$ cat src/rtl/lazy_double_coverage_line_core_macros.svh
// Assertion macros shared by the lazy double coverage line core RTL.
`ifndef LAZY_DOUBLE_COVERAGE_LINE_CORE_MACROS_SVH
`define LAZY_DOUBLE_COVERAGE_LINE_CORE_MACROS_SVH

`ifndef NO_ASSERTIONS

// Check that a property holds at every clock edge outside reset.
`define LDC_ASSERT(lbl, prop, msg) \
    lbl: assert property (@(posedge clk) disable iff (!rst_n) (prop)) else $error(msg);

// Check that a condition never comes true outside reset.
`define LDC_ASSERT_NEVER(lbl, cond, msg) \
    lbl: assert property (@(posedge clk) disable iff (!rst_n) !(cond)) else $error(msg);

`else

`define LDC_ASSERT(lbl, prop, msg)
`define LDC_ASSERT_NEVER(lbl, cond, msg)

`endif

`endif

$ cat src/rtl/ldc_pkg.sv
// Shared constants, types and helper functions for the lazy double coverage line core.
package ldc_pkg;

    localparam int SERVERS   = 4;
    localparam int LOCATIONS = 1024;

    localparam int SRV_W   = (SERVERS > 1) ? $clog2(SERVERS) : 1;
    localparam int POS_W   = 10;
    localparam int IDX_W   = 2;
    localparam int OUTC_W  = 2;
    localparam int TOTAL_W = 32;

    localparam logic [POS_W-1:0] LOC_MAX = POS_W'(LOCATIONS - 1);

    // Operation codes
    localparam logic OP_SERVE = 1'b0;
    localparam logic OP_PLACE = 1'b1;

    // Outcome codes
    localparam logic [OUTC_W-1:0] OUT_COVERED   = 2'd0;
    localparam logic [OUTC_W-1:0] OUT_VIRTUAL   = 2'd1;
    localparam logic [OUTC_W-1:0] OUT_ONE_SIDED = 2'd2;
    localparam logic [OUTC_W-1:0] OUT_DOUBLE    = 2'd3;

    typedef enum logic [2:0] {
        S_IDLE,
        S_SCAN,
        S_CALC,
        S_WRITE,
        S_SHIFT,
        S_DONE
    } state_t;

    // Write port of the position file
    typedef struct packed {
        logic             real_en;
        logic             virt_en;
        logic [SRV_W-1:0] idx;
        logic [POS_W-1:0] value;
    } pos_wr_t;

    // Read data of the position file
    typedef struct packed {
        logic [POS_W-1:0] real_pos;
        logic [POS_W-1:0] virt_pos;
    } pos_rd_t;

    function automatic logic [POS_W-1:0] abs_diff(input logic [POS_W-1:0] a,
                                                  input logic [POS_W-1:0] b);
        return (a > b) ? (a - b) : (b - a);
    endfunction

    function automatic logic [POS_W-1:0] clamp_loc(input logic [POS_W-1:0] loc);
        return (int'(loc) > LOCATIONS - 1) ? LOC_MAX : loc;
    endfunction

endpackage

$ cat src/rtl/ldc_if.sv
// Valid/ready channel interfaces for request items and result items.
interface ldc_item_if;
    logic                         valid;
    logic                         ready;
    logic                         operation;
    logic [ldc_pkg::IDX_W-1:0]    server_index;
    logic [ldc_pkg::POS_W-1:0]    location;
    logic                         end_of_run;

    modport source (output valid, output operation, output server_index,
                    output location, output end_of_run, input ready);
    modport sink   (input valid, input operation, input server_index,
                    input location, input end_of_run, output ready);
endinterface

interface ldc_result_if;
    logic                         valid;
    logic                         ready;
    logic [ldc_pkg::POS_W-1:0]    step_cost;
    logic [ldc_pkg::TOTAL_W-1:0]  total_cost;
    logic [ldc_pkg::IDX_W-1:0]    served_by;
    logic [ldc_pkg::OUTC_W-1:0]   outcome;

    modport source (output valid, output step_cost, output total_cost,
                    output served_by, output outcome, input ready);
    modport sink   (input valid, input step_cost, input total_cost,
                    input served_by, input outcome, output ready);
endinterface

$ cat src/rtl/ldc_posfile.sv
// Real and virtual server position file: one read port, one write port.
module ldc_posfile (
    input  logic                        clk,
    input  logic                        rst_n,
    input  logic [ldc_pkg::SRV_W-1:0]   rd_idx,
    output ldc_pkg::pos_rd_t            rd,
    input  ldc_pkg::pos_wr_t            wr
);

    logic [ldc_pkg::POS_W-1:0] real_reg [ldc_pkg::SERVERS];
    logic [ldc_pkg::POS_W-1:0] virt_reg [ldc_pkg::SERVERS];

    // Clear all servers to location zero, then write one entry per cycle
    always_ff @(posedge clk or negedge rst_n)
    begin
        if (!rst_n)
        begin
            for (int i = 0; i < ldc_pkg::SERVERS; i++)
            begin
                real_reg[i] <= '0;
                virt_reg[i] <= '0;
            end
        end
        else
        begin
            if (wr.real_en)
            begin
                real_reg[wr.idx] <= wr.value;
            end
            if (wr.virt_en)
            begin
                virt_reg[wr.idx] <= wr.value;
            end
        end
    end

    // Read the scanned server
    assign rd.real_pos = real_reg[rd_idx];
    assign rd.virt_pos = virt_reg[rd_idx];

endmodule

$ cat src/rtl/lazy_double_coverage_line_core.sv
// Place request: after acceptance the core writes the position file (WRITE), then loads the result (DONE).
// Serve request: the core scans the servers (SCAN), decides the move (CALC) and writes (WRITE),
// with a virtual shift (SHIFT) for a double coverage move; the position scan visits one server per cycle.
// A new request is taken the cycle after the result is loaded into the output register,
// and the core waits in DONE while the output register still holds an untaken result.
// Reset clears all real and virtual positions, the running total and the output valid.
`include "lazy_double_coverage_line_core_macros.svh"

module lazy_double_coverage_line_core (
    input  logic          clk,
    input  logic          rst_n,
    ldc_item_if.sink      item,
    ldc_result_if.source  result
);

    localparam int SRV_W   = ldc_pkg::SRV_W;
    localparam int POS_W   = ldc_pkg::POS_W;
    localparam int IDX_W   = ldc_pkg::IDX_W;
    localparam int OUTC_W  = ldc_pkg::OUTC_W;
    localparam int TOTAL_W = ldc_pkg::TOTAL_W;

    ldc_pkg::state_t state_reg, state_next;

    logic [SRV_W-1:0]   scan_cnt_reg, scan_cnt_next;
    logic               eor_reg, eor_next;
    logic [POS_W-1:0]   loc_reg, loc_next;

    // Scan results
    logic               rhit_found_reg, rhit_found_next;
    logic [SRV_W-1:0]   rhit_idx_reg, rhit_idx_next;
    logic               vhit_found_reg, vhit_found_next;
    logic [SRV_W-1:0]   vhit_idx_reg, vhit_idx_next;
    logic [POS_W-1:0]   vhit_real_reg, vhit_real_next;
    logic               left_found_reg, left_found_next;
    logic [SRV_W-1:0]   left_idx_reg, left_idx_next;
    logic [POS_W-1:0]   left_dist_reg, left_dist_next;
    logic [POS_W-1:0]   left_real_reg, left_real_next;
    logic               right_found_reg, right_found_next;
    logic [SRV_W-1:0]   right_idx_reg, right_idx_next;
    logic [POS_W-1:0]   right_dist_reg, right_dist_next;
    logic [POS_W-1:0]   right_real_reg, right_real_next;

    // Decision
    logic [POS_W-1:0]   cost_reg, cost_next;
    logic [SRV_W-1:0]   serve_idx_reg, serve_idx_next;
    logic [IDX_W-1:0]   served_by_reg, served_by_next;
    logic [OUTC_W-1:0]  outcome_reg, outcome_next;
    logic               wr_real_reg, wr_real_next;
    logic               wr_virt_reg, wr_virt_next;
    logic               shift_reg, shift_next;
    logic [SRV_W-1:0]   other_idx_reg, other_idx_next;
    logic [POS_W-1:0]   shift_val_reg, shift_val_next;

    logic [TOTAL_W-1:0] total_reg, total_next;

    // Output register
    logic               out_valid_reg, out_valid_next;
    logic [POS_W-1:0]   out_cost_reg, out_cost_next;
    logic [TOTAL_W-1:0] out_total_reg, out_total_next;
    logic [IDX_W-1:0]   out_served_reg, out_served_next;
    logic [OUTC_W-1:0]  out_outcome_reg, out_outcome_next;

    logic               accept;
    logic               out_load;
    ldc_pkg::pos_rd_t   rd;
    ldc_pkg::pos_wr_t   wr;

    ldc_posfile u_posfile (
        .clk    (clk),
        .rst_n  (rst_n),
        .rd_idx (scan_cnt_reg),
        .rd     (rd),
        .wr     (wr)
    );

    // Next state
    always_comb
    begin
        state_next = state_reg;
        case (state_reg)
            ldc_pkg::S_IDLE:
            begin
                if (item.valid)
                begin
                    state_next = (item.operation == ldc_pkg::OP_PLACE) ?
                                 ldc_pkg::S_WRITE : ldc_pkg::S_SCAN;
                end
            end
            ldc_pkg::S_SCAN:
            begin
                if (scan_cnt_reg == SRV_W'(ldc_pkg::SERVERS - 1))
                begin
                    state_next = ldc_pkg::S_CALC;
                end
            end
            ldc_pkg::S_CALC:
            begin
                state_next = ldc_pkg::S_WRITE;
            end
            ldc_pkg::S_WRITE:
            begin
                state_next = shift_reg ? ldc_pkg::S_SHIFT : ldc_pkg::S_DONE;
            end
            ldc_pkg::S_SHIFT:
            begin
                state_next = ldc_pkg::S_DONE;
            end
            ldc_pkg::S_DONE:
            begin
                if (!out_valid_reg || result.ready)
                begin
                    state_next = ldc_pkg::S_IDLE;
                end
            end
            default:
            begin
                state_next = ldc_pkg::S_IDLE;
            end
        endcase
    end

    // Control outputs: handshake, position file write port, output load
    always_comb
    begin
        item.ready = 1'b0;
        out_load   = 1'b0;
        wr         = '0;
        case (state_reg)
            ldc_pkg::S_IDLE:
            begin
                item.ready = 1'b1;
            end
            ldc_pkg::S_WRITE:
            begin
                wr.real_en = wr_real_reg;
                wr.virt_en = wr_virt_reg;
                wr.idx     = serve_idx_reg;
                wr.value   = loc_reg;
            end
            ldc_pkg::S_SHIFT:
            begin
                wr.virt_en = 1'b1;
                wr.idx     = other_idx_reg;
                wr.value   = shift_val_reg;
            end
            ldc_pkg::S_DONE:
            begin
                out_load = !out_valid_reg || result.ready;
            end
            default:
            begin
                item.ready = 1'b0;
            end
        endcase
    end

    assign accept = item.valid && item.ready;

    // Datapath: latch request, scan servers, decide the move, update the total
    always_comb
    begin
        logic [POS_W-1:0]   loc_c;
        logic [POS_W-1:0]   gap;
        logic [POS_W-1:0]   drl;
        logic [POS_W-1:0]   drr;
        logic               left_wins;
        logic [POS_W:0]     shifted;
        logic [TOTAL_W:0]   sum;

        loc_c     = ldc_pkg::clamp_loc(item.location);
        gap       = '0;
        drl       = ldc_pkg::abs_diff(left_real_reg, loc_reg);
        drr       = ldc_pkg::abs_diff(right_real_reg, loc_reg);
        left_wins = (left_dist_reg < right_dist_reg) ||
                    ((left_dist_reg == right_dist_reg) && (drl < drr));
        shifted   = {1'b0, loc_reg} + {1'b0, right_dist_reg} - {1'b0, left_dist_reg};
        sum       = {1'b0, total_reg} + (TOTAL_W + 1)'(cost_reg);

        scan_cnt_next    = scan_cnt_reg;
        eor_next         = eor_reg;
        loc_next         = loc_reg;
        rhit_found_next  = rhit_found_reg;
        rhit_idx_next    = rhit_idx_reg;
        vhit_found_next  = vhit_found_reg;
        vhit_idx_next    = vhit_idx_reg;
        vhit_real_next   = vhit_real_reg;
        left_found_next  = left_found_reg;
        left_idx_next    = left_idx_reg;
        left_dist_next   = left_dist_reg;
        left_real_next   = left_real_reg;
        right_found_next = right_found_reg;
        right_idx_next   = right_idx_reg;
        right_dist_next  = right_dist_reg;
        right_real_next  = right_real_reg;
        cost_next        = cost_reg;
        serve_idx_next   = serve_idx_reg;
        served_by_next   = served_by_reg;
        outcome_next     = outcome_reg;
        wr_real_next     = wr_real_reg;
        wr_virt_next     = wr_virt_reg;
        shift_next       = shift_reg;
        other_idx_next   = other_idx_reg;
        shift_val_next   = shift_val_reg;
        total_next       = total_reg;

        case (state_reg)
            ldc_pkg::S_IDLE:
            begin
                if (accept)
                begin
                    loc_next         = loc_c;
                    eor_next         = item.end_of_run;
                    scan_cnt_next    = '0;
                    rhit_found_next  = 1'b0;
                    vhit_found_next  = 1'b0;
                    left_found_next  = 1'b0;
                    right_found_next = 1'b0;
                    shift_next       = 1'b0;
                    cost_next        = '0;
                    outcome_next     = ldc_pkg::OUT_COVERED;
                    served_by_next   = item.server_index;
                    serve_idx_next   = SRV_W'(item.server_index);
                    // Place writes only an existing server
                    wr_real_next     = (item.operation == ldc_pkg::OP_PLACE) &&
                                       (int'(item.server_index) < ldc_pkg::SERVERS);
                    wr_virt_next     = wr_real_next;
                end
            end
            ldc_pkg::S_SCAN:
            begin
                scan_cnt_next = scan_cnt_reg + SRV_W'(1);
                // First real and virtual match, lowest index wins
                if (!rhit_found_reg && rd.real_pos == loc_reg)
                begin
                    rhit_found_next = 1'b1;
                    rhit_idx_next   = scan_cnt_reg;
                end
                if (!vhit_found_reg && rd.virt_pos == loc_reg)
                begin
                    vhit_found_next = 1'b1;
                    vhit_idx_next   = scan_cnt_reg;
                    vhit_real_next  = rd.real_pos;
                end
                // Nearest virtual server on each side, strict compare keeps lowest index
                if (rd.virt_pos < loc_reg)
                begin
                    gap = loc_reg - rd.virt_pos;
                    if (!left_found_reg || gap < left_dist_reg)
                    begin
                        left_found_next = 1'b1;
                        left_idx_next   = scan_cnt_reg;
                        left_dist_next  = gap;
                        left_real_next  = rd.real_pos;
                    end
                end
                else if (rd.virt_pos > loc_reg)
                begin
                    gap = rd.virt_pos - loc_reg;
                    if (!right_found_reg || gap < right_dist_reg)
                    begin
                        right_found_next = 1'b1;
                        right_idx_next   = scan_cnt_reg;
                        right_dist_next  = gap;
                        right_real_next  = rd.real_pos;
                    end
                end
            end
            ldc_pkg::S_CALC:
            begin
                shift_next = 1'b0;
                if (rhit_found_reg)
                begin
                    cost_next      = '0;
                    serve_idx_next = rhit_idx_reg;
                    outcome_next   = ldc_pkg::OUT_COVERED;
                    wr_real_next   = 1'b0;
                    wr_virt_next   = 1'b0;
                end
                else if (vhit_found_reg)
                begin
                    cost_next      = ldc_pkg::abs_diff(vhit_real_reg, loc_reg);
                    serve_idx_next = vhit_idx_reg;
                    outcome_next   = ldc_pkg::OUT_VIRTUAL;
                    wr_real_next   = 1'b1;
                    wr_virt_next   = 1'b0;
                end
                else if (!left_found_reg || !right_found_reg)
                begin
                    cost_next      = left_found_reg ? drl : drr;
                    serve_idx_next = left_found_reg ? left_idx_reg : right_idx_reg;
                    outcome_next   = ldc_pkg::OUT_ONE_SIDED;
                    wr_real_next   = 1'b1;
                    wr_virt_next   = 1'b1;
                end
                else
                begin
                    // Nearer side serves; far virtual server closes by the same distance
                    cost_next      = left_wins ? drl : drr;
                    serve_idx_next = left_wins ? left_idx_reg : right_idx_reg;
                    other_idx_next = left_wins ? right_idx_reg : left_idx_reg;
                    shift_val_next = shifted[POS_W-1:0];
                    shift_next     = 1'b1;
                    outcome_next   = ldc_pkg::OUT_DOUBLE;
                    wr_real_next   = 1'b1;
                    wr_virt_next   = 1'b1;
                end
                served_by_next = IDX_W'(serve_idx_next);
            end
            ldc_pkg::S_WRITE:
            begin
                // Saturating add of the step cost
                total_next = sum[TOTAL_W] ? '1 : sum[TOTAL_W-1:0];
            end
            ldc_pkg::S_DONE:
            begin
                if (out_load && eor_reg)
                begin
                    total_next = '0;
                end
            end
            default:
            begin
                total_next = total_reg;
            end
        endcase
    end

    // Output register: load on completion, drop once taken
    always_comb
    begin
        out_valid_next   = out_valid_reg && !result.ready;
        out_cost_next    = out_cost_reg;
        out_total_next   = out_total_reg;
        out_served_next  = out_served_reg;
        out_outcome_next = out_outcome_reg;
        if (out_load)
        begin
            out_valid_next   = 1'b1;
            out_cost_next    = cost_reg;
            out_total_next   = total_reg;
            out_served_next  = served_by_reg;
            out_outcome_next = outcome_reg;
        end
    end

    // Control registers
    always_ff @(posedge clk or negedge rst_n)
    begin
        if (!rst_n)
        begin
            state_reg     <= ldc_pkg::S_IDLE;
            out_valid_reg <= 1'b0;
            total_reg     <= '0;
            scan_cnt_reg  <= '0;
            shift_reg     <= 1'b0;
            wr_real_reg   <= 1'b0;
            wr_virt_reg   <= 1'b0;
        end
        else
        begin
            state_reg     <= state_next;
            out_valid_reg <= out_valid_next;
            total_reg     <= total_next;
            scan_cnt_reg  <= scan_cnt_next;
            shift_reg     <= shift_next;
            wr_real_reg   <= wr_real_next;
            wr_virt_reg   <= wr_virt_next;
        end
    end

    // Payload registers
    always_ff @(posedge clk)
    begin
        eor_reg         <= eor_next;
        loc_reg         <= loc_next;
        rhit_found_reg  <= rhit_found_next;
        rhit_idx_reg    <= rhit_idx_next;
        vhit_found_reg  <= vhit_found_next;
        vhit_idx_reg    <= vhit_idx_next;
        vhit_real_reg   <= vhit_real_next;
        left_found_reg  <= left_found_next;
        left_idx_reg    <= left_idx_next;
        left_dist_reg   <= left_dist_next;
        left_real_reg   <= left_real_next;
        right_found_reg <= right_found_next;
        right_idx_reg   <= right_idx_next;
        right_dist_reg  <= right_dist_next;
        right_real_reg  <= right_real_next;
        cost_reg        <= cost_next;
        serve_idx_reg   <= serve_idx_next;
        served_by_reg   <= served_by_next;
        outcome_reg     <= outcome_next;
        other_idx_reg   <= other_idx_next;
        shift_val_reg   <= shift_val_next;
        out_cost_reg    <= out_cost_next;
        out_total_reg   <= out_total_next;
        out_served_reg  <= out_served_next;
        out_outcome_reg <= out_outcome_next;
    end

    assign result.valid      = out_valid_reg;
    assign result.step_cost  = out_cost_reg;
    assign result.total_cost = out_total_reg;
    assign result.served_by  = out_served_reg;
    assign result.outcome    = out_outcome_reg;

    `LDC_ASSERT(a_busy_after_accept, accept |=> !item.ready, "ready high right after accepting a request")
    `LDC_ASSERT(a_covered_costs_nothing, result.valid && result.outcome == ldc_pkg::OUT_COVERED |-> result.step_cost == '0, "covered outcome with nonzero step cost")
    `LDC_ASSERT(a_shift_follows_write, state_reg == ldc_pkg::S_SHIFT |-> $past(state_reg) == ldc_pkg::S_WRITE, "virtual shift without a preceding write")
    `LDC_ASSERT_NEVER(a_scan_in_range, state_reg == ldc_pkg::S_SCAN && int'(scan_cnt_reg) >= ldc_pkg::SERVERS, "scan index beyond last server")

endmodule

$ cat src/flat_wrapper.sv
// flat-port wrapper written by rule: the top's interface ports become plain ports
module lazy_double_coverage_line_core_flat 
  (clk, rst_n, item_valid, item_operation, item_server_index, item_location, item_end_of_run, item_ready, result_valid, result_step_cost, result_total_cost, result_served_by, result_outcome, result_ready);
  ldc_item_if item_i ();
  ldc_result_if result_i ();
  input  logic clk;
  input  logic rst_n;
  input wire logic [$bits(item_i.valid)-1:0] item_valid;
  input wire logic [$bits(item_i.operation)-1:0] item_operation;
  input wire logic [$bits(item_i.server_index)-1:0] item_server_index;
  input wire logic [$bits(item_i.location)-1:0] item_location;
  input wire logic [$bits(item_i.end_of_run)-1:0] item_end_of_run;
  output wire logic [$bits(item_i.ready)-1:0] item_ready;
  output wire logic [$bits(result_i.valid)-1:0] result_valid;
  output wire logic [$bits(result_i.step_cost)-1:0] result_step_cost;
  output wire logic [$bits(result_i.total_cost)-1:0] result_total_cost;
  output wire logic [$bits(result_i.served_by)-1:0] result_served_by;
  output wire logic [$bits(result_i.outcome)-1:0] result_outcome;
  input wire logic [$bits(result_i.ready)-1:0] result_ready;
  assign item_i.valid = item_valid;
  assign item_i.operation = item_operation;
  assign item_i.server_index = item_server_index;
  assign item_i.location = item_location;
  assign item_i.end_of_run = item_end_of_run;
  assign item_ready = item_i.ready;
  assign result_valid = result_i.valid;
  assign result_step_cost = result_i.step_cost;
  assign result_total_cost = result_i.total_cost;
  assign result_served_by = result_i.served_by;
  assign result_outcome = result_i.outcome;
  assign result_i.ready = result_ready;
  lazy_double_coverage_line_core u_core (.clk(clk), .rst_n(rst_n), .item(item_i), .result(result_i));
endmodule
$ cat config.mk
export PLATFORM = sky130hd
export DESIGN_NAME = lazy_double_coverage_line_core_flat
export DESIGN_NICKNAME = d
export VERILOG_FILES = /design/src/rtl/ldc_pkg.sv /design/src/rtl/ldc_if.sv /design/src/rtl/ldc_posfile.sv /design/src/rtl/lazy_double_coverage_line_core.sv /design/src/flat_wrapper.sv
export VERILOG_INCLUDE_DIRS = /design/src /design/src/rtl
export SDC_FILE = /design/constraint.sdc
export NUM_CORES = 1
export LEC_CHECK = 0
export ABC_AREA = 0
export BUFFER_PORTS_ARGS = -buffer_cell sky130_fd_sc_hd__clkbuf_2
export CORE_ASPECT_RATIO = 0.5
export CORE_MARGIN = 1
export CORE_UTILIZATION = 30
export DETAILED_ROUTE_END_ITERATION = 8
export GPL_TIMING_DRIVEN = 0
export HOLD_SLACK_MARGIN = 0.1
export PLACE_DENSITY_LB_ADDON = 0.25
export SYNTH_ARGS = -nofsm -noshare
export SYNTH_HDL_FRONTEND = slang
export SYNTH_HIERARCHICAL = 1
export SYNTH_SLANG_ARGS = --single-unit
$ cat constraint.sdc
create_clock -name clk -period 12.69 [get_ports clk]
set_input_delay 2.538 -clock clk [delete_from_list [all_inputs] [get_ports clk]]
set_output_delay 2.538 -clock clk [all_outputs]
set_load 0.05 [all_outputs]
# == Yosys cells after proc, flatten, opt, wreduce, memory -nomap -nowiden ==
# Cells that the tools add are included.
# classes
n_addsub,12
n_reduce_logical,36
n_lt_le_gt_ge,12
bitwise_logic,6
n_mux,70
eq_ne,21
# op_table
cell,n
10-bit 2-to-1 mux,14
10-bit subtractor,9
40-bit bitwise mux,2
32-bit 2-to-1 mux,2
32-bit one-hot mux with 2 select lines,1
10-bit less-than comparator,5
10-bit binary-select mux with 2-bit select,2
10-bit greater-than comparator,4
32-bit by 10-bit adder with 33-bit output,1
10-bit equality test,3
13-bit one-hot mux with 2 select lines,1
2-bit 2-to-1 mux,11
1-bit 2-to-1 mux,21
10-bit demux with 2-bit select,1
2-bit by 1-bit inequality test with 1-bit output (second input constant),10
10-bit one-hot mux with 2 select lines,1
3-bit one-hot mux with 6 select lines,1
1-bit one-hot mux with 2 select lines,7
2-bit one-hot mux with 2 select lines,3
2-bit AND reduction,6
3-bit AND reduction,4
4-bit AND reduction,3
10-bit adder,1
3-bit 2-to-1 mux,3
other kinds (16),41
# word_totals
output_inout_bits,48
inputBits,18
elab_cells,196
ff_bits,266

# == Logic depth before layout (Yosys ltp) ==
# Gate-level depths: netlist of the first run.
# logic_depth
word_depth,11
mapped_depth,24
depth_no_buf,23

# == By module ==
# The synthesis of the first run kept the hierarchy.
# modules_own_cells
module,area_each_um2,seq_area_each_um2,instances,cells_per_inst
lazy_double_coverage_line_core,12346.8,5380.2,1,1157
ldc_posfile,3686.0,2001.9,1,200

# == Worst setup path after synthesis of the first run ==
# OpenSTA, ideal clock, no wires.
# synth_path
kind,register -> register
start,register u_core.scan_cnt_reg[0]
end,"register u_core.right_found_reg, enable pin"
n_path_buf,2
setup_slack_ps,6431
stages_incl_launch_ff,17
arrival_time_ps,5957
cell_sequence,dfrtp_1 > buf_4 > mux4_2 > ha_1 > clkbuf_1 > inv_1 > o21bai_1 > a21oi_1 > o21bai_1 > a221o_1 > a21oi_1 > xnor2_1 > ha_1 > a21oi_1 > o21ai_0 > nor4b_1 > or2_2
# synth_rtl
element,line,rtl
"start, declared",lazy_double_coverage_line_core.sv:24,"logic [SRV_W-1:0] scan_cnt_reg, scan_cnt_next;"
"start signal, assigned",lazy_double_coverage_line_core.sv:364,scan_cnt_reg <= scan_cnt_next;
"end signal, assigned",lazy_double_coverage_line_core.sv:385,right_found_reg <= right_found_next;
"end, declared",lazy_double_coverage_line_core.sv:38,"logic right_found_reg, right_found_next;"

# == Worst setup path in the final report of the first run ==
# layout_path
start,register u_core.loc_reg[1]
end,register u_core.cost_reg[2] (data pin)
# layout_via
elab_chain_cells,10
elab_cells_between_ends,21
cone_classes,add/sub: 6; order compare: 4; mux: 9; reduce/logical: 2
# layout_lines
element,line,rtl
"start, declared",lazy_double_coverage_line_core.sv:26,"logic [POS_W-1:0] loc_reg, loc_next;"
"start signal, assigned",lazy_double_coverage_line_core.sv:375,loc_reg <= loc_next;
10-bit subtractor / 10-bit greater-than comparator (equally long branches),ldc_pkg.sv:50,return (a > b) ? (a - b) : (b - a);
10-bit 2-to-1 mux,ldc_pkg.sv:50,
10-bit less-than comparator,lazy_double_coverage_line_core.sv:175,((left_dist_reg == right_dist_reg) && (drl < drr));
1-bit logical AND,lazy_double_coverage_line_core.sv:175,
1-bit logical OR,lazy_double_coverage_line_core.sv:174,left_wins = (left_dist_reg < right_dist_reg) ||
10-bit 2-to-1 mux,lazy_double_coverage_line_core.sv:298,cost_next = left_wins ? drl : drr;
10-bit 2-to-1 mux,lazy_double_coverage_line_core.sv:287,else if (!left_found_reg || !right_found_reg)
10-bit 2-to-1 mux *,lazy_double_coverage_line_core.sv:279,else if (vhit_found_reg)
10-bit 2-to-1 mux *,lazy_double_coverage_line_core.sv:271,if (rhit_found_reg)
10-bit one-hot mux with 2 select lines *,lazy_double_coverage_line_core.sv:206,case (state_reg)
"end signal, assigned",lazy_double_coverage_line_core.sv:389,cost_reg <= cost_next;
"end, declared",lazy_double_coverage_line_core.sv:44,"logic [POS_W-1:0] cost_reg, cost_next;"
# Every way passes the cells marked *; elsewhere a longest branch is shown, timed or not.
# A chain may end at the register's enable or synchronous reset.

==> results of run 1 <==
-- through the flow --
step / setup WS [ns] / instances
final: 6.48 / 2183
after global routing: 6.05 / 2183
after CTS: 6.51 / 2183
after detailed placement: 6.50 / 2129
after global placement: 4.05 / 2123
after floorplan: 6.43 / 1357
-- cells in the final DEF (no fill, tap or decap), types with 11 or more instances in the layout --
cell type	instances
sky130_fd_sc_hd__a21o_1	38
sky130_fd_sc_hd__a21oi_1	82
sky130_fd_sc_hd__a31oi_1	11
sky130_fd_sc_hd__and2_1	11
sky130_fd_sc_hd__clkbuf_1	37
sky130_fd_sc_hd__clkbuf_16	29
sky130_fd_sc_hd__clkbuf_2	64
sky130_fd_sc_hd__dfrtp_1	121
sky130_fd_sc_hd__edfxtp_1	145
sky130_fd_sc_hd__fa_1	18
sky130_fd_sc_hd__ha_1	134
sky130_fd_sc_hd__inv_1	121
sky130_fd_sc_hd__mux2_2	44
sky130_fd_sc_hd__mux2_4	41
sky130_fd_sc_hd__mux2i_1	26
sky130_fd_sc_hd__mux4_2	20
sky130_fd_sc_hd__nand2_1	61
sky130_fd_sc_hd__nand3_1	24
sky130_fd_sc_hd__nor2_1	41
sky130_fd_sc_hd__nor3_1	11
sky130_fd_sc_hd__o21a_1	17
sky130_fd_sc_hd__o21ai_0	79
sky130_fd_sc_hd__o21bai_1	16
sky130_fd_sc_hd__xnor2_1	47
sky130_fd_sc_hd__xor2_1	23
-- cell type report --
| class | count | area, µm² | share of cell area (%) |
|---|---|---|---|
| clock buffers | 46 | 840 | 4.60 |
| clock inverters | 8 | 53.8 | 0.295 |
| well taps | 701 | 877 | 4.81 |
| inverters | 121 | 454 | 2.49 |
| multi-input cells | 919 | 7930 | 43.5 |
| flip-flops and latches | 266 | 7380 | 40.5 |
| plain buffers | 51 | 290 | 1.59 |
| repair buffers | 71 | 415 | 2.28 |
-- routing by layer --
layer  part of all wire [%]  global-route usage [%]  wire [µm]  vias up
met5                      0                       0          0        -
met4                    2.5                    4.38       1100        0
met3                    3.2                    2.01       1400       59
met2                     44                    25.2      19200      184
met1                     50                    23.0      21600     5323
li1                       -                       -          -     5157
-- kinds of logic (layout without fill, tap and decap cells) --
family	Yosys count	after routing	synth area share, %
flops	266	266	46.0
compound gates	332	332	13.5
xor+xnor	70	70	3.82
fa+ha+maj	152	152	12.7
simple gates	232	232	7.74
mux	133	133	11.5
buf+inv	172	297	4.64
-- worst paths after layout --
kind                                  startpoint  cells past startpoint                           end
setup / recovery               u_core/loc_reg[1]                     20            u_core/cost_reg[2]
setup reg to reg               u_core/loc_reg[1]                     20            u_core/cost_reg[2]
hold / removal             u_core/outcome_reg[1]                      0      u_core/result.outcome[1]
max in group asynchronous                  rst_n                      2  u_core/u_posfile/real_reg[0]
min in group asynchronous                  rst_n                      1          u_core/total_reg[18]
hold reg to reg            u_core/outcome_reg[1]                      0      u_core/result.outcome[1]
-- power breakdown --
part	switching (mW)	internal [mW]	leakage [nW]
logic	1.23	0.792	4.58
registers	0.149	1.22	3.00
clock network	0.357	0.453	0.436
total	1.74	2.46	8.02
==> flow_results.xml, run 1 <==
<?xml version="1.0" encoding="UTF-8"?>
<metrics>
  <group name="sta">
    <metric name="setup_repair_after_global_routing_missed_its_margin" unit="">no</metric>
    <metric name="clock-skew-final" unit="ns">0.0165</metric>
    <metric name="fin_setup_tns" unit="ns">0</metric>
    <metric name="whs" unit="ns">0.428</metric>
    <metric name="drv_slew" unit="">0</metric>
    <metric name="tightest_slew" unit="ns">1.27</metric>
    <metric name="hold_viol" unit="">0</metric>
    <metric name="fmax" unit="GHz">0.161</metric>
    <metric name="period_minus_slack" unit="ns">6.21</metric>
    <metric name="worst_slew_margin_rel" unit="%">14.6</metric>
    <metric name="finalSetupViolCount" unit="">0</metric>
    <metric name="final_min_period_over_clock_period" unit="%">48.9</metric>
  </group>
  <group name="logic_synthesis">
    <metric name="synth_sequential_area_ratio" unit="%">46.0</metric>
    <metric name="yosys.area.top_type" unit="">sky130_fd_sc_hd__edfxtp_1</metric>
    <metric name="synth_area" unit="mm²">0.0160</metric>
    <metric name="top_cells_by_area_synth" unit="">sky130_fd_sc_hd__edfxtp_1, sky130_fd_sc_hd__dfrtp_1, sky130_fd_sc_hd__ha_1</metric>
    <metric name="yosys.cell_count.top_type" unit="">sky130_fd_sc_hd__edfxtp_1</metric>
    <metric name="synth_commonest_cells" unit="">sky130_fd_sc_hd__edfxtp_1, sky130_fd_sc_hd__ha_1, sky130_fd_sc_hd__dfrtp_1, sky130_fd_sc_hd__inv_1, sky130_fd_sc_hd__a21oi_1</metric>
    <metric name="postSynthAreaPerCell" unit="µm²">11.8</metric>
    <metric name="synth_flop_cell" unit="">sky130_fd_sc_hd__edfxtp_1</metric>
    <metric name="synth_net_count" unit="">1527</metric>
    <metric name="syn-instance-count" unit="">1357</metric>
    <metric name="synth-edff-count" unit="">145</metric>
    <metric name="yosys_warnings" unit="">6</metric>
    <metric name="postSynth.asyncResetShare" unit="%">45.5</metric>
    <metric name="synth.lib_cells_used.distinct" unit="">84</metric>
    <metric name="synth_seq_cells" unit="">266</metric>
    <metric name="yosysTopAreaCellShare" unit="%">27.2</metric>
  </group>
  <group name="floorplanning">
    <metric name="die-area" unit="mm²">0.0544</metric>
    <metric name="design.portCount" unit="">66</metric>
    <metric name="die_x" unit="µm">329</metric>
    <metric name="core_area" unit="mm²">0.0523</metric>
    <metric name="die_outline_height" unit="µm">165</metric>
    <metric name="rows" unit="">59</metric>
    <metric name="initial_core_utilization" unit="%">30.6</metric>
  </group>
  <group name="clock_network">
    <metric name="root_buffer" unit="">sky130_fd_sc_hd__clkbuf_16</metric>
    <metric name="reg_clk_slew_reported_paths" unit="ns">0.07</metric>
    <metric name="ctsResizeCount" unit="">0</metric>
    <metric name="cts.repair_timing.setup_buffer_count" unit="">0</metric>
    <metric name="cts_tree" unit="">yes</metric>
    <metric name="cts_buffer_depth" unit="">3</metric>
    <metric name="htree_levels" unit="">1</metric>
    <metric name="cts-buffers-inserted" unit="">29</metric>
    <metric name="cts.sinks" unit="">266</metric>
    <metric name="clk_latency" unit="ns">0.58</metric>
    <metric name="cts.hold.buffers_added" unit="">0</metric>
  </group>
  <group name="worst_hold_path">
    <metric name="hold_path.class" unit="">register to register</metric>
  </group>
  <group name="cells_and_area">
    <metric name="antenna_cells" unit="">0</metric>
    <metric name="fin_nets" unit="">1629</metric>
    <metric name="post_route_cells_drive_above_1_share" unit="%">18.6</metric>
    <metric name="syn2layout_area_growth" unit="%">13.8</metric>
    <metric name="share_of_the_core_filled_with_cells" unit="%">34.8</metric>
    <metric name="fin_area" unit="mm²">0.0182</metric>
    <metric name="final.fill_count" unit="">5170</metric>
  </group>
  <group name="setup_path">
    <metric name="ff2ff_setup_slack" unit="ns">6.48</metric>
    <metric name="setup.worst_path.class" unit="">register to register</metric>
    <metric name="critical_path_buf_inv_count" unit="">3</metric>
    <metric name="worstPathArrival" unit="ns">6.52</metric>
    <metric name="critical_path.max_stage_delay" unit="ns">0.81</metric>
    <metric name="setup.worst_path.end_class" unit="">register</metric>
    <metric name="endpoint_required_time_on_the_critical_path" unit="ns">13.01</metric>
    <metric name="cpMaxStageDelayCell" unit="">sky130_fd_sc_hd__edfxtp_1</metric>
    <metric name="crit_chain" unit="">inv_1 -&gt; fa_1 -&gt; a21oi_1 -&gt; o211ai_2 -&gt; a31oi_1 -&gt; o31a_2 -&gt; mux2i_1 -&gt; a221oi_2 -&gt; o21ai_1 -&gt; nor2_1 -&gt; xor2_1 -&gt; ha_1 -&gt; nand2_1 -&gt; a2111oi_0 -&gt; o21ai_1 -&gt; o21ai_0 -&gt; buf_2 -&gt; buf_2 -&gt; mux2i_1 -&gt; a21oi_1</metric>
    <metric name="worst_path_dominant_cell_family" unit="">compound AO/OA/AOI/OAI gates</metric>
    <metric name="worst_setup_path_start_kind" unit="">register</metric>
    <metric name="crit_path_max_fanout" unit="">10</metric>
  </group>
  <group name="placed_design">
    <metric name="hpwlAfterDp" unit="mm">31.4</metric>
    <metric name="gp_routability_congestion" unit="">0.873</metric>
    <metric name="placed_area" unit="mm²">0.0173</metric>
    <metric name="io_buffer_count" unit="">65</metric>
  </group>
  <group name="global_route">
    <metric name="grt_usage" unit="%">16.0</metric>
    <metric name="antenna_found_initial" unit="">1</metric>
    <metric name="grt_overflow_total" unit="">0</metric>
    <metric name="vias_in_the_first_global_route" unit="">10700</metric>
    <metric name="grt_first_pass_wirelength" unit="mm">65.9</metric>
    <metric name="grt_max_degree" unit="">98</metric>
  </group>
  <group name="job">
    <metric name="drv_cap" unit="">0</metric>
  </group>
  <group name="drt">
    <metric name="post-route-drc-count" unit="">0</metric>
    <metric name="route.vias.total" unit="">10700</metric>
    <metric name="detail_route.wirelength" unit="mm">43.3</metric>
    <metric name="first_pass_iteration_count_of_the_detailed_router" unit="">5</metric>
    <metric name="wl_per_cell" unit="µm">19.8</metric>
    <metric name="via_per_inst" unit="">4.91</metric>
    <metric name="drt_first_iter_violations" unit="">655</metric>
    <metric name="ant_nets" unit="">0</metric>
  </group>
  <group name="run_status">
    <metric name="result_of_the_run" unit="">finished clean</metric>
  </group>
  <group name="power_and_ir_drop">
    <metric name="power_per_cell_area" unit="mW/mm²">230</metric>
    <metric name="cellLeakagePower" unit="nW">8.02</metric>
    <metric name="power.ir.vdd_worst" unit="µV">108</metric>
    <metric name="totalPowerFinal" unit="mW">4.20</metric>
  </group>
</metrics>
(Power assumes the default switching activity.)
==> run 2, diff against run 1 <==
--- a/config.mk
+++ b/config.mk
@@ -6,7 +6,7 @@
 export SDC_FILE = /design/constraint.sdc
 export NUM_CORES = 1
 export LEC_CHECK = 0
-export ABC_AREA = 0
+export ABC_AREA = 1
 export BUFFER_PORTS_ARGS = -buffer_cell sky130_fd_sc_hd__clkbuf_2
 export CORE_ASPECT_RATIO = 0.5
 export CORE_MARGIN = 1
==> constraint.sdc (replaced) <==
create_clock -name clk -period 5.4 [get_ports clk]
set_input_delay 1.08 -clock clk [delete_from_list [all_inputs] [get_ports clk]]
set_output_delay 1.08 -clock clk [all_outputs]
set_load 0.05 [all_outputs]
==> flow_results.xml, run 2 <==
<?xml version="1.0" encoding="UTF-8"?>
<metrics>
  <group name="sta">
    <metric name="fin_setup_tns" unit="ns">0</metric>
    <metric name="tightest_slew" unit="ns">1.29</metric>
    <metric name="fmax" unit="GHz">0.195</metric>
    <metric name="hold_viol" unit="">0</metric>
    <metric name="setup_repair_after_global_routing_missed_its_margin" unit="">no</metric>
    <metric name="drv_slew" unit="">0</metric>
    <metric name="finalSetupViolCount" unit="">0</metric>
    <metric name="worst_slew_margin_rel" unit="%">13.5</metric>
    <metric name="clock-skew-final" unit="ns">0.0447</metric>
    <metric name="period_minus_slack" unit="ns">5.12</metric>
    <metric name="final_min_period_over_clock_period" unit="%">94.7</metric>
    <metric name="worst_slack" unit="ns">0.284</metric>
  </group>
  <group name="placed_design">
    <metric name="io_buffer_count" unit="">65</metric>
    <metric name="hpwlAfterDp" unit="mm">41.2</metric>
    <metric name="gp_routability_congestion" unit="">0.913</metric>
    <metric name="placed_area" unit="mm²">0.0197</metric>
    <metric name="preCtsSetupSlack" unit="ns">0.191</metric>
  </group>
  <group name="drt">
    <metric name="detail_route.wirelength" unit="mm">54.0</metric>
    <metric name="first_pass_iteration_count_of_the_detailed_router" unit="">5</metric>
    <metric name="via_per_inst" unit="">4.67</metric>
    <metric name="ant_nets" unit="">0</metric>
    <metric name="drt_first_iter_violations" unit="">1086</metric>
    <metric name="wl_per_cell" unit="µm">16.6</metric>
    <metric name="post-route-drc-count" unit="">0</metric>
    <metric name="route.vias.total" unit="">15200</metric>
  </group>
  <group name="logic_synthesis">
    <metric name="synth_commonest_cells" unit="">sky130_fd_sc_hd__nand2_1, sky130_fd_sc_hd__inv_1, sky130_fd_sc_hd__nand3_1</metric>
    <metric name="synth_net_count" unit="">2484</metric>
    <metric name="postSynth.asyncResetShare" unit="%">45.5</metric>
    <metric name="synth_flop_cell" unit="">sky130_fd_sc_hd__edfxtp_1</metric>
    <metric name="yosys.cell_count.top_type" unit="">sky130_fd_sc_hd__nand2_1</metric>
    <metric name="syn-instance-count" unit="">2314</metric>
    <metric name="synth.lib_cells_used.distinct" unit="">52</metric>
    <metric name="yosys.area.top_type" unit="">sky130_fd_sc_hd__edfxtp_1</metric>
    <metric name="synth_area" unit="mm²">0.0182</metric>
    <metric name="synth_sequential_area_ratio" unit="%">40.6</metric>
    <metric name="yosysTopAreaCellShare" unit="%">23.9</metric>
    <metric name="yosys_warnings" unit="">6</metric>
    <metric name="postSynthAreaPerCell" unit="µm²">7.86</metric>
    <metric name="top_cells_by_area_synth" unit="">sky130_fd_sc_hd__edfxtp_1, sky130_fd_sc_hd__dfrtp_1, sky130_fd_sc_hd__nand2_1</metric>
    <metric name="synth-edff-count" unit="">145</metric>
    <metric name="synth_seq_cells" unit="">266</metric>
  </group>
  <group name="setup_path">
    <metric name="endpoint_required_time_on_the_critical_path" unit="ns">5.73</metric>
    <metric name="worst-r2r-cell-count" unit="">23</metric>
    <metric name="crit_path_max_fanout" unit="">10</metric>
    <metric name="worstPathArrival" unit="ns">5.44</metric>
    <metric name="setup.worst_path.end_class" unit="">register</metric>
    <metric name="regToRegStartpoint" unit="">u_core/loc_reg[3]</metric>
    <metric name="worst_setup_path_start_kind" unit="">register</metric>
    <metric name="critPathLaunch" unit="">u_core/loc_reg[3]</metric>
    <metric name="setup.worst_path.class" unit="">register to register</metric>
  </group>
  <group name="clock_network">
    <metric name="cts.sinks" unit="">266</metric>
    <metric name="reg_clk_slew_reported_paths" unit="ns">0.06</metric>
    <metric name="cts.hold.buffers_added" unit="">0</metric>
    <metric name="htree_levels" unit="">1</metric>
    <metric name="cts_tree" unit="">yes</metric>
    <metric name="cts-buffers-inserted" unit="">28</metric>
    <metric name="root_buffer" unit="">sky130_fd_sc_hd__clkbuf_16</metric>
    <metric name="clk_latency" unit="ns">0.61</metric>
    <metric name="cts_buffer_depth" unit="">3</metric>
  </group>
  <group name="cells_and_area">
    <metric name="mostFrequentLayoutCell" unit="">sky130_fd_sc_hd__nand2_1</metric>
    <metric name="antenna_cells" unit="">0</metric>
    <metric name="fin_area" unit="mm²">0.0206</metric>
    <metric name="syn2layout_area_growth" unit="%">13.2</metric>
    <metric name="post_route_cells_drive_above_1_share" unit="%">10.3</metric>
    <metric name="commonest_non_fill_non_tap_cells_in_the_layout" unit="">sky130_fd_sc_hd__nand2_1, sky130_fd_sc_hd__inv_1, sky130_fd_sc_hd__nand3_1, sky130_fd_sc_hd__edfxtp_1, sky130_fd_sc_hd__ha_1</metric>
    <metric name="fin_nets" unit="">2593</metric>
  </group>
  <group name="power_and_ir_drop">
    <metric name="power_per_cell_area" unit="mW/mm²">627</metric>
    <metric name="cellLeakagePower" unit="nW">10.1</metric>
    <metric name="power.ir.vdd_worst" unit="µV">303</metric>
    <metric name="totalPowerFinal" unit="mW">12.9</metric>
  </group>
  <group name="global_route">
    <metric name="vias_in_the_first_global_route" unit="">14400</metric>
    <metric name="grt_overflow_total" unit="">0</metric>
    <metric name="antenna_found_initial" unit="">0</metric>
    <metric name="grt_first_pass_wirelength" unit="mm">83.5</metric>
    <metric name="grt_max_degree" unit="">100</metric>
    <metric name="grt_usage" unit="%">17.5</metric>
  </group>
  <group name="floorplanning">
    <metric name="die_x" unit="µm">350</metric>
    <metric name="design.portCount" unit="">66</metric>
    <metric name="die_outline_height" unit="µm">176</metric>
    <metric name="die-area" unit="mm²">0.0617</metric>
    <metric name="core_area" unit="mm²">0.0596</metric>
    <metric name="rows" unit="">63</metric>
    <metric name="initial_core_utilization" unit="%">30.5</metric>
  </group>
  <group name="worst_hold_path">
    <metric name="hold_path.class" unit="">input port to asynchronous set/reset pin</metric>
  </group>
  <group name="job">
    <metric name="drv_cap" unit="">0</metric>
  </group>
  <group name="run_status">
    <metric name="result_of_the_run" unit="">finished clean</metric>
  </group>
</metrics>
==> run 2: layout make-up <==
class                   count  area [µm²]
fillers                  6291       39000
multi-input cells        1606        8960
flip-flops and latches    266        7380
inverters                 374        1410
well taps                 812        1020
clock buffers              35         737
repair buffers             78         487
plain buffers              68         462
clock inverters            17         135
repair inverters            1        7.51
==> run 2: metrics by stage <==
step	instances	hold WS, ns	util, %
6_report	3257	0.380	34.6
5_1_grt	3257	0.370	34.6
4_1_cts	3252	0.362	34.5
3_5_place_dp	3200	0.414	33.0
3_3_place_gp	3191	0.409	32.8
2_1_floorplan	2314	0.400	-
==> run 2: worst max-delay path, stage by stage, from the launching register on <==
cell                       delay (ns)
sky130_fd_sc_hd__edfxtp_1        0.75
sky130_fd_sc_hd__inv_1           0.46
sky130_fd_sc_hd__ha_1            0.42
sky130_fd_sc_hd__buf_2           0.18
sky130_fd_sc_hd__inv_1           0.10
sky130_fd_sc_hd__nor3_1          0.18
sky130_fd_sc_hd__nand3_1         0.17
sky130_fd_sc_hd__nand2_2         0.14
sky130_fd_sc_hd__buf_6           0.15
sky130_fd_sc_hd__a21oi_1         0.05
sky130_fd_sc_hd__nor2_1          0.20
sky130_fd_sc_hd__inv_1           0.07
sky130_fd_sc_hd__ha_1            0.27
sky130_fd_sc_hd__nand2_1         0.06
sky130_fd_sc_hd__nor2_1          0.15
sky130_fd_sc_hd__nand3_1         0.09
sky130_fd_sc_hd__nand4_1         0.19
sky130_fd_sc_hd__nand3_1         0.31
sky130_fd_sc_hd__nand2_2         0.28
sky130_fd_sc_hd__inv_1           0.15
sky130_fd_sc_hd__nand2_1         0.11
sky130_fd_sc_hd__nand3_1         0.18
sky130_fd_sc_hd__nand2_1         0.12
sky130_fd_sc_hd__inv_1           0.04
==> run 2: per-layer routing <==
layer / part of all wire (%) / wire length, µm / global-route usage, % / up-vias
met5: 0 / 0 / 0 / -
met4: 2.5 / 1340 / 4.29 / 0
met3: 4.8 / 2570 / 2.34 / 72
met2: 44 / 24000 / 28.1 / 364
met1: 48 / 26100 / 24.7 / 7089
li1: - / - / - / 7677
==> run 2: where the power goes <==
part | total (mW) | switching (mW) | internal [mW] | leakage [nW]
clock network | 1.88 | 0.858 | 1.02 | 0.429
logic | 7.59 | 5.11 | 2.49 | 6.67
registers | 3.44 | 0.437 | 3.00 | 2.98
total | 12.9 | 6.40 | 6.51 | 10.1
==> run 2: logic make-up after synthesis <==
| logic type | share of synthesized area [%] |
|---|---|
| xor+xnor | 3.03 |
| compound gates | 7.82 |
| buf+inv | 10.3 |
| fa+ha+maj | 11.2 |
| simple gates | 27.1 |
| flops | 40.6 |
==> run 2: what timing repair did <==
action,CTS,global route
setup buffers,0,3
setup endpoints to repair,0,26
gates resized for setup,0,3
==> run 2: worst paths after layout <==
path | slack (ns) | endpoint
worst min-delay path | 0.38 | u_core/total_reg[17]
worst min register to register | 0.43 | u_core/result.outcome[0]
max in group asynchronous | 4.24 | u_core/u_posfile/virt_reg[5]
worst max register to register | 0.28 | u_core/cost_reg[8]
min in group clk | 0.43 | u_core/result.outcome[0]
worst max-delay path | 0.28 | u_core/cost_reg[8]
==> run 3, diff against run 2 <==
--- a/config.mk
+++ b/config.mk
@@ -8,6 +8,8 @@
 export LEC_CHECK = 0
 export ABC_AREA = 1
 export BUFFER_PORTS_ARGS = -buffer_cell sky130_fd_sc_hd__clkbuf_2
+export CELL_PAD_IN_SITES_DETAIL_PLACEMENT = 1
+export CELL_PAD_IN_SITES_GLOBAL_PLACEMENT = 2
 export CORE_ASPECT_RATIO = 0.5
 export CORE_MARGIN = 1
 export CORE_UTILIZATION = 30
==> constraint.sdc (replaced) <==
create_clock -name clk -period 5.7 [get_ports clk]
set_input_delay 1.14 -clock clk [delete_from_list [all_inputs] [get_ports clk]]
set_output_delay 1.14 -clock clk [all_outputs]
set_load 0.05 [all_outputs]
==> flow_results.xml, run 3 (synthesis gave the netlist of run 2 again) <==
<?xml version="1.0" encoding="UTF-8"?>
<metrics>
  <group name="sta">
    <metric name="period_minus_slack" unit="ns">5.16</metric>
    <metric name="finalSetupViolCount" unit="">0</metric>
    <metric name="fmax" unit="GHz">0.194</metric>
    <metric name="hold_viol" unit="">0</metric>
    <metric name="clock-skew-final" unit="ns">0.0132</metric>
    <metric name="worst_slew_margin_rel" unit="%">13.2</metric>
    <metric name="setup_repair_after_global_routing_missed_its_margin" unit="">no</metric>
    <metric name="tightest_slew" unit="ns">1.30</metric>
    <metric name="final_min_period_over_clock_period" unit="%">90.5</metric>
    <metric name="whs" unit="ns">0.436</metric>
    <metric name="drv_slew" unit="">0</metric>
  </group>
  <group name="placed_design">
    <metric name="gp_routability_congestion" unit="">0.879</metric>
    <metric name="io_buffer_count" unit="">65</metric>
    <metric name="hpwlAfterDp" unit="mm">49.1</metric>
    <metric name="placed_area" unit="mm²">0.0198</metric>
  </group>
  <group name="floorplanning">
    <metric name="die_outline_height" unit="µm">176</metric>
    <metric name="initial_core_utilization" unit="%">30.5</metric>
    <metric name="rows" unit="">63</metric>
    <metric name="core_area" unit="mm²">0.0596</metric>
    <metric name="die-area" unit="mm²">0.0617</metric>
    <metric name="design.portCount" unit="">66</metric>
    <metric name="die_x" unit="µm">350</metric>
  </group>
  <group name="clock_network">
    <metric name="cts.sinks" unit="">266</metric>
    <metric name="htree_levels" unit="">1</metric>
    <metric name="cts_buffer_depth" unit="">3</metric>
    <metric name="cts-buffers-inserted" unit="">30</metric>
    <metric name="reg_clk_slew_reported_paths" unit="ns">0.07</metric>
    <metric name="clk_latency" unit="ns">0.60</metric>
    <metric name="cts_tree" unit="">yes</metric>
    <metric name="root_buffer" unit="">sky130_fd_sc_hd__clkbuf_16</metric>
  </group>
  <group name="global_route">
    <metric name="grt_first_pass_wirelength" unit="mm">95.8</metric>
    <metric name="vias_in_the_first_global_route" unit="">15900</metric>
    <metric name="grt_busiest_layer" unit="">met2</metric>
    <metric name="antenna_found_initial" unit="">0</metric>
    <metric name="grt_usage" unit="%">20.5</metric>
    <metric name="grt_use_met2" unit="%">34.1</metric>
    <metric name="grt_overflow_total" unit="">0</metric>
    <metric name="met1_usage" unit="%">28.1</metric>
    <metric name="grt.met3_usage" unit="%">2.68</metric>
    <metric name="grt_max_degree" unit="">93</metric>
  </group>
  <group name="drt">
    <metric name="drt_first_iter_violations" unit="">738</metric>
    <metric name="post-route-drc-count" unit="">0</metric>
    <metric name="ant_nets" unit="">0</metric>
    <metric name="via_per_inst" unit="">4.69</metric>
    <metric name="wl_per_cell" unit="µm">19.1</metric>
    <metric name="first_pass_iteration_count_of_the_detailed_router" unit="">4</metric>
    <metric name="detail_route.wirelength" unit="mm">62.2</metric>
    <metric name="route.vias.total" unit="">15300</metric>
  </group>
  <group name="cells_and_area">
    <metric name="mostFrequentLayoutCell" unit="">sky130_fd_sc_hd__nand2_1</metric>
    <metric name="seq_cell_area" unit="mm²">0.00738</metric>
    <metric name="antenna_cells" unit="">0</metric>
    <metric name="final.fill_count" unit="">7322</metric>
    <metric name="syn2layout_area_growth" unit="%">14.0</metric>
    <metric name="commonest_non_fill_non_tap_cells_in_the_layout" unit="">sky130_fd_sc_hd__nand2_1, sky130_fd_sc_hd__inv_1, sky130_fd_sc_hd__nand3_1, sky130_fd_sc_hd__edfxtp_1, sky130_fd_sc_hd__ha_1</metric>
    <metric name="fin_area" unit="mm²">0.0207</metric>
    <metric name="multi_input_area" unit="mm²">0.00896</metric>
    <metric name="fin_nets" unit="">2597</metric>
    <metric name="post_route_cells_drive_above_1_share" unit="%">10.7</metric>
  </group>
  <group name="setup_path">
    <metric name="worstPathArrival" unit="ns">5.47</metric>
    <metric name="cpMaxStageDelayCell" unit="">sky130_fd_sc_hd__dfrtp_1</metric>
    <metric name="endpoint_required_time_on_the_critical_path" unit="ns">6.01</metric>
    <metric name="crit_chain" unit="">clkbuf_1 -&gt; nand3_1 -&gt; nand2_1 -&gt; ha_1 -&gt; clkbuf_1 -&gt; a21oi_1 -&gt; o21ai_0 -&gt; a21oi_1 -&gt; xor2_1 -&gt; ha_1 -&gt; a21oi_1 -&gt; o21ai_0 -&gt; nand2_1 -&gt; o211ai_1 -&gt; o21ai_0 -&gt; inv_1 -&gt; nor2_2 -&gt; buf_16</metric>
    <metric name="critical_path.max_stage_delay" unit="ns">0.59</metric>
    <metric name="worst_setup_path_start_kind" unit="">register</metric>
    <metric name="crit_path_max_fanout" unit="">16</metric>
    <metric name="setup.worst_path.class" unit="">register to register</metric>
    <metric name="setup.worst_path.end_class" unit="">register</metric>
  </group>
  <group name="job">
    <metric name="drv_cap" unit="">0</metric>
  </group>
  <group name="power_and_ir_drop">
    <metric name="power.ir.vdd_worst" unit="µV">238</metric>
    <metric name="power_per_cell_area" unit="mW/mm²">610</metric>
    <metric name="totalPowerFinal" unit="mW">12.6</metric>
    <metric name="cellLeakagePower" unit="nW">10.2</metric>
  </group>
  <group name="run_status">
    <metric name="result_of_the_run" unit="">finished clean</metric>
  </group>
  <group name="worst_hold_path">
    <metric name="hold_path.class" unit="">register to register</metric>
  </group>
</metrics>
## run 3: cell types whose count changed in the layout (fill, tap and decap cells not counted), sizes merged
cell,before,now
inv,372,374
clkinv,15,11
clkinvlp,4,5
buf,63,67
clkbuf,118,121
## run 3: path summary, 6_finish.rpt
kind,endpoint,startpoint,slack [ns],depth (start not counted)
max in group asynchronous,u_core/u_posfile/virt_reg[2],rst_n,4.41,2
min in group asynchronous,u_core/total_reg[26],rst_n,0.45,1
min reg2reg,u_core/result.outcome[0],u_core/outcome_reg[0],0.44,0
min,u_core/result.outcome[0],u_core/outcome_reg[0],0.44,0
max reg2reg,u_core/right_dist_reg[5],u_core/scan_cnt_reg[1],0.54,18
max,u_core/right_dist_reg[5],u_core/scan_cnt_reg[1],0.54,18
## run 3: area by class of cell
type / instances / share of cell area, %
flip-flops and latches: 266 / 35.6
repair buffers: 81 / 2.67
clock buffers: 39 / 3.93
well taps: 812 / 4.90
multi-input cells: 1606 / 43.2
inverters: 374 / 6.79
plain buffers: 68 / 2.23
clock inverters: 17 / 0.706
## run 3: report_power, final
part / switching [mW] / total (mW) / internal [mW]
Clock: 0.884 / 1.95 / 1.06
Combinational: 5.04 / 7.44 / 2.40
Sequential: 0.418 / 3.26 / 2.84
Total: 6.35 / 12.6 / 6.30
## run 3: layer usage
layer  part of all wire, %  vias to the layer above
li1                      -                     7678
met1                    49                     7356
met2                    46                      185
met3                   2.9                       76
met4                   2.4                        0
met5                     0                        -
## run 3: timing repair
item,CTS,global route
gates resized for setup,0,1
setup endpoints to repair,0,4
hold buffers,0,0
setup buffers,0,2
## run 3: critical path, delay by kind of cell, from the launching register on
family	cells	cell delay [ns]
AO/OA/AOI/OAI	7	1.28
AND/OR/NAND/NOR	4	1.05
adder cells (fa/ha/maj)	2	0.55
buffers and inverters	4	1.03
flip-flops	1	0.59
XOR/XNOR	1	0.34
## run 3: through the flow
| step | util, % | setup slack (ns) | std cells | TNS (ns) |
|---|---|---|---|---|
| final | 34.8 | 0.540 | 3263 | 0 |
| after floorplan | - | 1.22 | 2314 | 0 |
| after CTS | 34.8 | 0.280 | 3261 | 0 |
| after global routing | 34.8 | 0.198 | 3263 | 0 |
| after detailed placement | 33.2 | 0.284 | 3205 | 0 |
| after global placement | 32.8 | -0.854 | 3191 | -28.54 |
